[config.mk]
export PLATFORM = sky130hd
export DESIGN_NAME = sacn_ctrl
export DESIGN_NICKNAME = d
export VERILOG_FILES = /design/src/rtl/sacn_pkg.sv /design/src/rtl/sacn_ctrl.sv
export SDC_FILE = /design/constraint.sdc
export NUM_CORES = 1
export LEC_CHECK = 0
export BUFFER_PORTS_ARGS = -buffer_cell sky130_fd_sc_hd__buf_2
export CAP_MARGIN = 20
export CORE_AREA = 2 2 39 41
export DETAILED_ROUTE_END_ITERATION = 10
export DIE_AREA = 0 0 41 43
export GPL_TIMING_DRIVEN = 0
export PLACE_DENSITY = 0.35
export SYNTH_ARGS = -nofsm -noshare
export SYNTH_HDL_FRONTEND = slang
export SYNTH_SLANG_ARGS = --single-unit
[constraint.sdc]
create_clock -name clock -period 2.3 [get_ports clock]
set_clock_uncertainty 0.2 [all_clocks]
set_input_delay 0 -clock clock [delete_from_list [all_inputs] [get_ports clock]]
set_output_delay 0 -clock clock [all_outputs]
set_load 0.05 [all_outputs]
[src/rtl/sacn_pkg.sv]
`timescale 1ns / 1ps

package sacn_pkg;

   // Fixed field and register widths.
   localparam int ADDR_W      = 32;
   localparam int AW_REG_W    = 6;
   localparam int OFF_REG_W   = 5;
   localparam int IDX_REG_W   = 4;
   localparam int WAYS_REG_W  = 4;
   localparam int CSR_ADDR_W  = 2;
   localparam int CSR_DATA_W  = 6;
   localparam int WAY_OUT_W   = 3;
   localparam int SET_OUT_W   = 8;
   localparam int MISS_W      = 32;
   localparam int REQ_TDATA_W = 32;
   localparam int RSP_TDATA_W = 48;

   // Default geometry.
   localparam int MAX_SETS_DEF = 256;
   localparam int MAX_WAYS_DEF = 8;

   // Register indexes on the configuration port.
   localparam logic [CSR_ADDR_W-1:0] CSR_ADDRESS_WIDTH = 2'd0;
   localparam logic [CSR_ADDR_W-1:0] CSR_OFFSET_BITS   = 2'd1;
   localparam logic [CSR_ADDR_W-1:0] CSR_INDEX_BITS    = 2'd2;
   localparam logic [CSR_ADDR_W-1:0] CSR_WAYS_IN_USE   = 2'd3;

   // Register reset values.
   localparam logic [AW_REG_W-1:0]   AW_RESET   = 6'd32;
   localparam logic [OFF_REG_W-1:0]  OFF_RESET  = 5'd4;
   localparam logic [IDX_REG_W-1:0]  IDX_RESET  = 4'd8;
   localparam logic [WAYS_REG_W-1:0] WAYS_RESET = 4'd4;

   // Controller to datapath.
   typedef struct packed {
      logic clear;   // write one metadata row of the reset sweep
      logic accept;  // capture an item and read its set
      logic commit;  // write back the set and load the result
   } sacn_cmd_type;

   // Datapath to controller.
   typedef struct packed {
      logic clear_done;  // the sweep is at its last row
   } sacn_sts_type;

endpackage

[src/rtl/sacn_ctrl.sv]
`timescale 1ns / 1ps

module sacn_ctrl (
   input  logic                  clock,
   input  logic                  reset,
   input  logic                  req_tvalid,
   output logic                  req_tready,
   output logic                  rsp_tvalid,
   input  logic                  rsp_tready,
   output sacn_pkg::sacn_cmd_type cmd,
   input  sacn_pkg::sacn_sts_type sts
);
   import sacn_pkg::*;

   localparam logic [1:0] ST_INIT   = 2'd0;
   localparam logic [1:0] ST_IDLE   = 2'd1;
   localparam logic [1:0] ST_LOOKUP = 2'd2;

   logic [1:0] state_ff;
   logic [1:0] state_in;
   logic       rsp_valid_ff;
   logic       rsp_valid_in;

   always_comb begin
      state_in   = state_ff;
      cmd        = '0;
      req_tready = 1'b0;
      unique case (state_ff)
         ST_INIT: begin
            cmd.clear = 1'b1;
            if (sts.clear_done) begin
               state_in = ST_IDLE;
            end
         end
         ST_IDLE: begin
            req_tready = 1'b1;
            if (req_tvalid) begin
               cmd.accept = 1'b1;
               state_in   = ST_LOOKUP;
            end
         end
         ST_LOOKUP: begin
            // The result register must be free, or emptied at this edge.
            if (!rsp_valid_ff || rsp_tready) begin
               cmd.commit = 1'b1;
               state_in   = ST_IDLE;
            end
         end
         default: begin
            state_in = ST_INIT;
         end
      endcase
      rsp_valid_in = cmd.commit | (rsp_valid_ff & ~rsp_tready);
   end

   always_ff @(posedge clock) begin
      if (reset) begin
         state_ff     <= ST_INIT;
         rsp_valid_ff <= 1'b0;
      end else begin
         state_ff     <= state_in;
         rsp_valid_ff <= rsp_valid_in;
      end
   end

   assign rsp_tvalid = rsp_valid_ff;

endmodule

==> run metrics, run 1 <==
cells after synthesis=18; NetSw=between 60 and 70 uW; switching fraction of total power=0.323; flop-to-flop setup slack=820 ps; synth top area cells=dfxtp_1 41%, nor2_1 10%, nand2b_1 8.6%, nor2b_1 8.6%, and2b_4 6.9%; height of the chip=between 40 and 50 um; launching element of the worst setup path=state_ff[0]; Ant. Diodes=0; overall die area=1760 um2; Final Slew Violations=0; number of distinct library cells after synthesis=11; post-layout worst setup margin=822 ps; number of antenna violations at the first check in global routing=0; clock slew seen by the registers of the worst setup and hold paths=40 ps; H-tree depth=1; layout cells sized above 1=0.371; fraction of post-synthesis cell area in the top cell type by area=0.414; setup repair bufs after CTS=0; Leak Pwr=0.000130 uW; clock power share=0.460; series of cell instances along the critical path=nand2b_1 > a21oi_1 > dlygate4sd3_1; worst setup path class=reg2reg; Hold WC Path Type=in2reg; via count of the routed design=about 180; unrepaired setup endpoints after global routing=no; area of the placeable core=1380 um2; combined global-route utilization of all metal layers=0.0612; final cell count without fillers=51; Setup Viol. Count Final=0; post-route cell area=277 um2; power per standard cell area=between 700 and 800 nW/um2; Max rail drop VDD=274 uV; Detailed Place HPWL=274 um; Yosys Warn Count=0; post-placement worst setup slack=1140 ps; wire length of the first global-routing pass=approximately 630 um; sequential cell fraction of total power=0.293; Worst setup EP type=flop; total global routing overflow=0; setup TNS=0 ps; Worst EP arrival=1400 ps; Post-Synthesis Net Count=23; Tot Pwr=203 uW; top-level I/O count=10; wl on met1=203 um; largest net degree at the start of global routing=7; Synth Area per Inst=8.06 um2; clock insertion delay at the later pin of the skew report=230 ps; highest fanout seen on the critical path=6; placement-stage cell area=approximately 210 um2; post-detailed-route via-to-cell ratio=3.49; Mapped Area=about 150 um2; maximum frequency from static timing analysis=0.676 GHz; uppermost signal routing layer after detailed routing=met3; detailed-routed wire length on met2=109 um; status=finished clean; Comb power frac=0.247; number of DRC markers after the initial detailed-route iteration=3; remaining number of nets flagged by the antenna check after routing=0; data required time of the critical path=2220 ps; max incr delay on CP=540 ps; Core Rows=14; root buf cell=clkbuf_4; transition at the pin with the smallest max-transition slack=250 ps; number of failing hold endpoints at the final stage=0; sequential fraction of the synthesis area=0.414; count of cells along the worst hold path=4; most instantiated cells after synthesis=4 x nor2_1, 3 x dfxtp_1, 2 x nand2b_1, 2 x nor2b_1; critical path launch point type=flop; Cell Count Post-Placement=43; Routed Wire Length=388 um; Internal Dissipation=137 uW; Inserted Clock Buffers=3; initial cell density of the core=0.105; Buffers on Ports=9; cell with the largest stage delay on the worst path=dlygate4sd3_1; most used flip-flop cell after synthesis=dfxtp_1; met3 wirelength from detailed routing=75 um; cells on worst reg2reg path=3; DRT Pass-1 Iters=3; number of enable flip-flop cells after synthesis=0; Area Overhead vs Synth=90.5%; endpoint of the worst-slack reg-to-reg timing path=rsp_tvalid; number of max-cap violations=0; Clock Tree Buf Depth=2; DRC violation count after routing=0; most numerous cell in the Yosys netlist=nor2_1; fin crit share=0.643; layout net count=41; DR WL/cell=7.61 um; Reg2Reg Launch Point=state_ff[0]; Hold Path Origin=rsp_tready; cell type with the highest aggregate area in the netlist=dfxtp_1; final weighted congestion of routability-driven global placement=0.646; clock tree from TritonCTS=built; async set-or-reset flop fraction in the synthesized netlist=0; min cycle time layout=1480 ps; flip-flop and latch count after synthesis=3; Die X=around 41 um; Max-Slew Margin vs Limit=0.835; number of global-route vias before repair=156; end point of the most critical hold path=state_ff[1]; TritonCTS Sinks=3
[state kept, by name (all words and copies together) (netlist names)]
signal	count
rsp_tvalid	1
state_ff	2
[timing repair]
action                    CTS  global route
hold endpoints to repair    3             0
hold buffers                4             0
gates resized for setup     0             0
[cell usage in the layout, fill, tap and decap left out, types with 2 or more instances in the layout]
master	count
clkbuf_4	3
dfxtp_1	3
nor2_1	4
dlygate4sd3_1	4
nor2b_1	2
nand2b_1	2
buf_2	9
[through the flow]
stage                     utilization  hold slack (ps)
after floorplan                     -             -131
after global placement          0.152             7.28
after detailed placement        0.152             9.26
after CTS                       0.200             69.5
after global routing            0.200              106
final                           0.200             70.3
[power groups by stage]
stage               clock network, uW  logic (uW)  registers [uW]
CTS                              99.3        50.5            59.3
floorplan                           0        32.5            61.2
detailed placement                  0        45.8            60.1
global placement                    0        45.8            60.0
global route                      102        54.4            59.8
finish                           93.4        50.3            59.4
[critical path, delay by kind of cell (launching register included)]
| kind | cells | cell delay (ps) |
|---|---|---|
| flip-flops | 1 | 380 |
| AND/OR/NAND/NOR | 1 | 170 |
| AO/OA/AOI/OAI | 1 | 70 |
| buffers and inverters | 1 | 540 |
[metal layers]
layer,GRT usage,up-vias
li1,-,95
met5,0,-
met2,0.0531,14
met4,0.0400,0
met3,0.0785,0
met1,0.0740,69
[cell type report]
cell class | instances | area (um2)
multi-input combinational | 15 | 85.1
clock buffer | 4 | 26.3
fill | 153 | 1110
timing repair buffer | 13 | 85.1
sequential | 3 | 60.1
tap | 16 | 20.0
[worst max-delay path by stage]
stage / to / slack [ps] / cells past startpoint
floorplan: state_ff[1] / 610 / 3
global placement: state_ff[0] / 1120 / 3
detailed placement: state_ff[0] / 1140 / 3
CTS: rsp_tvalid / 820 / 3
global route: rsp_tvalid / 760 / 3
finish: rsp_tvalid / 820 / 3
[kinds of logic after synthesis]
logic type / share of synthesized area
compound gates: 0.172
flops: 0.414
simple gates: 0.414
(Power assumes the default switching activity.)
==> run 2, diff against run 1 <==
==> constraint.sdc (replaced) <==
create_clock -name clock -period 1.3 [get_ports clock]
set_clock_uncertainty 0.2 [all_clocks]
set_input_delay 0 -clock clock [delete_from_list [all_inputs] [get_ports clock]]
set_output_delay 0 -clock clock [all_outputs]
set_load 0.05 [all_outputs]
==> run 2 against run 1 <==
Effect of this change:
- worst setup slack worse by 770 ps
- hold slack lost 4.0 ps
- sequential power increased by 80%
- die area unchanged
- critical path type is now reg2out
- cell count did not move
- largest cell class unchanged
==> run metrics, run 2 (synthesis gave the netlist of run 1 again) <==
Tot Pwr=370 uW; layout net count=41; status=finished clean; top-level I/O count=10; Max rail drop VDD=approximately 250 uV; number of max-cap violations=0; final-layout fill cell count=156; overall die area=~1800 um2; Core Rows=14; number of DRC markers after the initial detailed-route iteration=1; combined global-route utilization of all metal layers=0.0622; number of failing hold endpoints at the final stage=0; Setup Viol. Count Final=0; Hold WC Path Type=in2reg; Worst EP arrival=1050 ps; post-detailed-route via-to-cell ratio=3.51; commonest cells after routing, fill and taps aside=6 x buf_2, 4 x clkbuf_4, 4 x dlygate4sd3_1; min cycle time layout=approximately 1200 ps; DRT Pass-1 Iters=2; number of global-route vias before repair=177; remaining number of nets flagged by the antenna check after routing=0; layout cells sized above 1=0.514; number of antenna violations at the first check in global routing=0; setup TNS=0 ps; power per standard cell area=1220 nW/um2; initial cell density of the core=0.105; Area Overhead vs Synth=109%; final weighted congestion of routability-driven global placement=0.618; wire length of the first global-routing pass=669 um; largest net degree at the start of global routing=7; clock tree from TritonCTS=built; total global routing overflow=0; via count of the routed design=approximately 180; highest fanout seen on the critical path=6; Detailed Place HPWL=between 300 and 400 um; Max-Slew Margin vs Limit=0.836; root buf cell=clkbuf_4; Clock Tree Buf Depth=2; clock slew seen by the registers of the worst setup and hold paths=40 ps; Routed Wire Length=395 um; most frequent standard cell in the layout excluding fill and tap cells=buf_2; TritonCTS Sinks=3; DR WL/cell=7.75 um; transition at the pin with the smallest max-transition slack=248 ps; Ant. Diodes=0; setup repair bufs after CTS=0; Inserted Clock Buffers=3; height of the chip=43 um; worst setup path class=reg2out; H-tree depth=1; Leak Pwr=0.000133 uW; critical path launch point type=flop; Final Slew Violations=0; number of flip-flops under the largest register name=2; unrepaired setup endpoints after global routing=no; Worst setup EP type=output pin; fin crit share=0.960; register bank with the most flops=state_ff; data required time of the critical path=roughly 1100 ps; clock insertion delay at the later pin of the skew report=~230 ps; area of the placeable core=1380 um2; share of the core filled with cells in the final layout=0.219; Die X=41 um; maximum frequency from static timing analysis=0.801 GHz; Buffers on Ports=9; DRC violation count after routing=0
==> run 2: cell types whose count changed in the layout (fill, tap and decap cells not counted), sizes merged <==
cell | previous run | this run
buf | 9 | 8
clkbuf | 4 | 5
==> run 2: cell type report <==
type | instances | area, um2 | share of cell area
multi-input cells | 15 | 97.6 | 0.322
repair buffers | 13 | 96.3 | 0.318
flip-flops and latches | 3 | 62.6 | 0.207
clock buffers | 4 | 26.3 | 0.0868
well taps | 16 | 20.0 | 0.0661
==> run 2: routing by layer <==
layer  up-vias  GRT usage  routed length [um]
met5         -          0                   0
met4         0     0.0800                   0
met3         0     0.0314                   5
met2         2     0.0875                 243
met1        82     0.0513                 146
li1         95          -                   -
==> run 2: critical path, stage by stage, from the launching register on <==
cell and delay [ps]:
dfxtp_1 400, nand2_1 90, nor2_1 90, clkbuf_4 230
==> run 2: power breakdown <==
part           internal [uW]  switching [uW]  total [uW]
Clock                    115            49.2         164
Combinational           38.6            59.8        98.4
Sequential              98.9            8.33         107
Total                    253             117         370
==> run 2: worst paths after layout <==
path | start | endpoint | slack [ps] | cells past startpoint
max | state_ff[0] | cmd[1] | 50 | 3
min | rsp_tready | state_ff[1] | 70 | 4
max reg2reg | rsp_tvalid | state_ff[0] | 130 | 3
min reg2reg | rsp_tvalid | rsp_tvalid | 280 | 2
==> run 2: timing repair <==
| item | 4_1_cts | 5_1_grt |
|---|---|---|
| endpoints found under the hold margin | 3 | 0 |
| setup endpoints to repair | 1 | 3 |
| hold buffers | 4 | 0 |
| gates resized for setup | 1 | 6 |
==> run 2: metrics by stage <==
step	instances	worst slack [ps]	hold WS (ps)	instance area, um2
floorplan	18	-89.0	-138	151
global placement	43	115	1.08	216
detailed placement	43	96.7	-1.84	216
CTS	51	8.93	73.0	285
global route	51	7.02	142	303
finish	51	51.7	66.4	303
==> run 3, diff against run 2 <==
==> constraint.sdc (replaced) <==
create_clock -name clock -period 1.1 [get_ports clock]
set_clock_uncertainty 0.2 [all_clocks]
set_input_delay 0 -clock clock [delete_from_list [all_inputs] [get_ports clock]]
set_output_delay 0 -clock clock [all_outputs]
set_load 0.05 [all_outputs]
==> run 3 against run 2 <==
Effect of this change:
- the run now ends with hold timing, setup timing left
- sequential share of layout area is 0.23 points lower
- utilization increased by 3.3 points
- clock power increased by 17%
- critical path type is now reg2reg
- critical endpoint is now state_ff[0]
- highest routed layer unchanged
==> run metrics, run 3 (synthesis gave the netlist of run 1 again) <==
status=finished, violations left; failing checks=hold timing, setup timing; most frequent standard cell in the layout excluding fill and tap cells=buf_2; commonest cells after routing, fill and taps aside=5 x buf_2, 3 x clkbuf_4, 3 x dfxtp_4; clock slew seen by the registers of the worst setup and hold paths=40 ps; register bank with the most flops=state_ff; clock tree from TritonCTS=built; Buffers on Ports=9; layout net count=39; Final Slew Violations=0; Cell Count Post-Placement=43; hold_ws=-200 ps; number of failing hold endpoints at the final stage=3; final weighted congestion of routability-driven global placement=0.578; transition at the pin with the smallest max-transition slack=336 ps; final cell count without fillers=49; wire length of the first global-routing pass=745 um; root buf cell=clkbuf_4; Ant. Diodes=0; Clock Tree Buf Depth=2; placement-stage cell area=229 um2; critical path launch point type=flop; clock insertion delay at the later pin of the skew report=about 230 ps; max incr delay on CP=370 ps; area of the multi-input gates=139 um2; Inserted Clock Buffers=3; combined global-route utilization of all metal layers=0.0712; DRT Pass-1 Iters=2; largest net degree at the start of global routing=7; worst setup path class=reg2reg; Max-Slew Margin vs Limit=0.774; wl on met1=205 um; data required time of the critical path=1040 ps; post-detailed-route via-to-cell ratio=3.88; min cycle time layout=1230 ps; total global routing overflow=0; cell with the largest stage delay on the worst path=or3_4; post-placement worst setup slack=-190 ps; number of flip-flops under the largest register name=2; Routed Wire Length=464 um; Worst setup EP type=flop; DR WL/cell=approximately 9.5 um; Leak Pwr=roughly 0.00014 uW; H-tree depth=1; Largest delay share family, worst path=simple AND/OR/NAND/NOR gates; number of max-cap violations=0; detailed-routed wire length on met2=198 um; post-layout worst setup margin=-129 ps; unrepaired setup endpoints after global routing=yes; highest fanout seen on the critical path=3; remaining number of nets flagged by the antenna check after routing=0; number of antenna violations at the first check in global routing=0; final-layout fill cell count=~160; number of global-route vias before repair=184; height of the chip=between 40 and 50 um; maximum frequency from static timing analysis=0.813 GHz; via count of the routed design=190; layout cells sized above 1=0.818; top-level I/O count=10; met3 wirelength from detailed routing=61 um; Max rail drop VDD=417 uV; Area Overhead vs Synth=141%; post-route cell area=349 um2; series of cell instances along the critical path=and2b_4 > or3_4 > o31ai_4; register area=71.3 um2; crit path buf inv count=0; power per standard cell area=1330 nW/um2; setup TNS=-285 ps; initial cell density of the core=0.105; Detailed Place HPWL=293 um; number of DRC markers after the initial detailed-route iteration=2; Hold WC Path Type=in2reg; Die X=41 um; Worst EP arrival=1170 ps; overall die area=1760 um2; TritonCTS Sinks=3; area of the placeable core=between 1000 and 1500 um2; Setup Viol. Count Final=5; DRC violation count after routing=0; Core Rows=14; uppermost signal routing layer after detailed routing=met3; fin crit share=1.12
==> run 3: cell types whose count changed in the layout (fill, tap and decap cells not counted), sizes merged <==
cell         previous run  this run
dlygate4sd3             4         0
clkbuf                  5         4
buf                     8        11
==> run 3: layer usage <==
layer  vias up  global-route usage
li1         95                   -
met3         0              0.0785
met1        83              0.0833
met5         -                   0
met4         0              0.0400
met2        12              0.0750
==> run 3: path summary, 6_finish.rpt <==
kind | start | end | slack (ps) | depth (start not counted)
worst max register to register | rsp_tvalid | state_ff[0] | -130 | 3
worst max-delay path | rsp_tvalid | state_ff[0] | -130 | 3
worst min-delay path | reset | state_ff[1] | -200 | 2
worst min register to register | state_ff[1] | state_ff[0] | 330 | 1
==> run 3: final cells by class <==
class,instances,share of cell area
Clock buffer,4,0.0753
Multi-Input combinational cell,15,0.398
Sequential cell,3,0.204
Tap cell,16,0.0573
Timing Repair Buffer,11,0.265
==> run 3: stage by stage <==
| stage | total power [uW] | hold WS (ps) | utilization |
|---|---|---|---|
| final | 464 | -200 | 0.252 |
| after global routing | 500 | -204 | 0.252 |
| after CTS | 459 | -248 | 0.215 |
| after detailed placement | 229 | 5.73 | 0.165 |
| after global placement | 227 | -5.45 | 0.165 |
| after floorplan | 203 | -141 | - |
==> run 3: where the power goes <==
part / switching (uW) / internal [uW] / total, uW
Clock: 56.2 / 136 / 192
Combinational: 81.0 / 63.8 / 145
Sequential: 13.1 / 114 / 127
==> run 3: timing repair <==
action / 4_1_cts / 5_1_grt
buffers inserted: 0 / 2
resized for setup: 13 / 8
endpoints found under the hold margin: 3 / 3
endpoints found under the setup margin: 5 / 5
pin swaps: 1 / 2
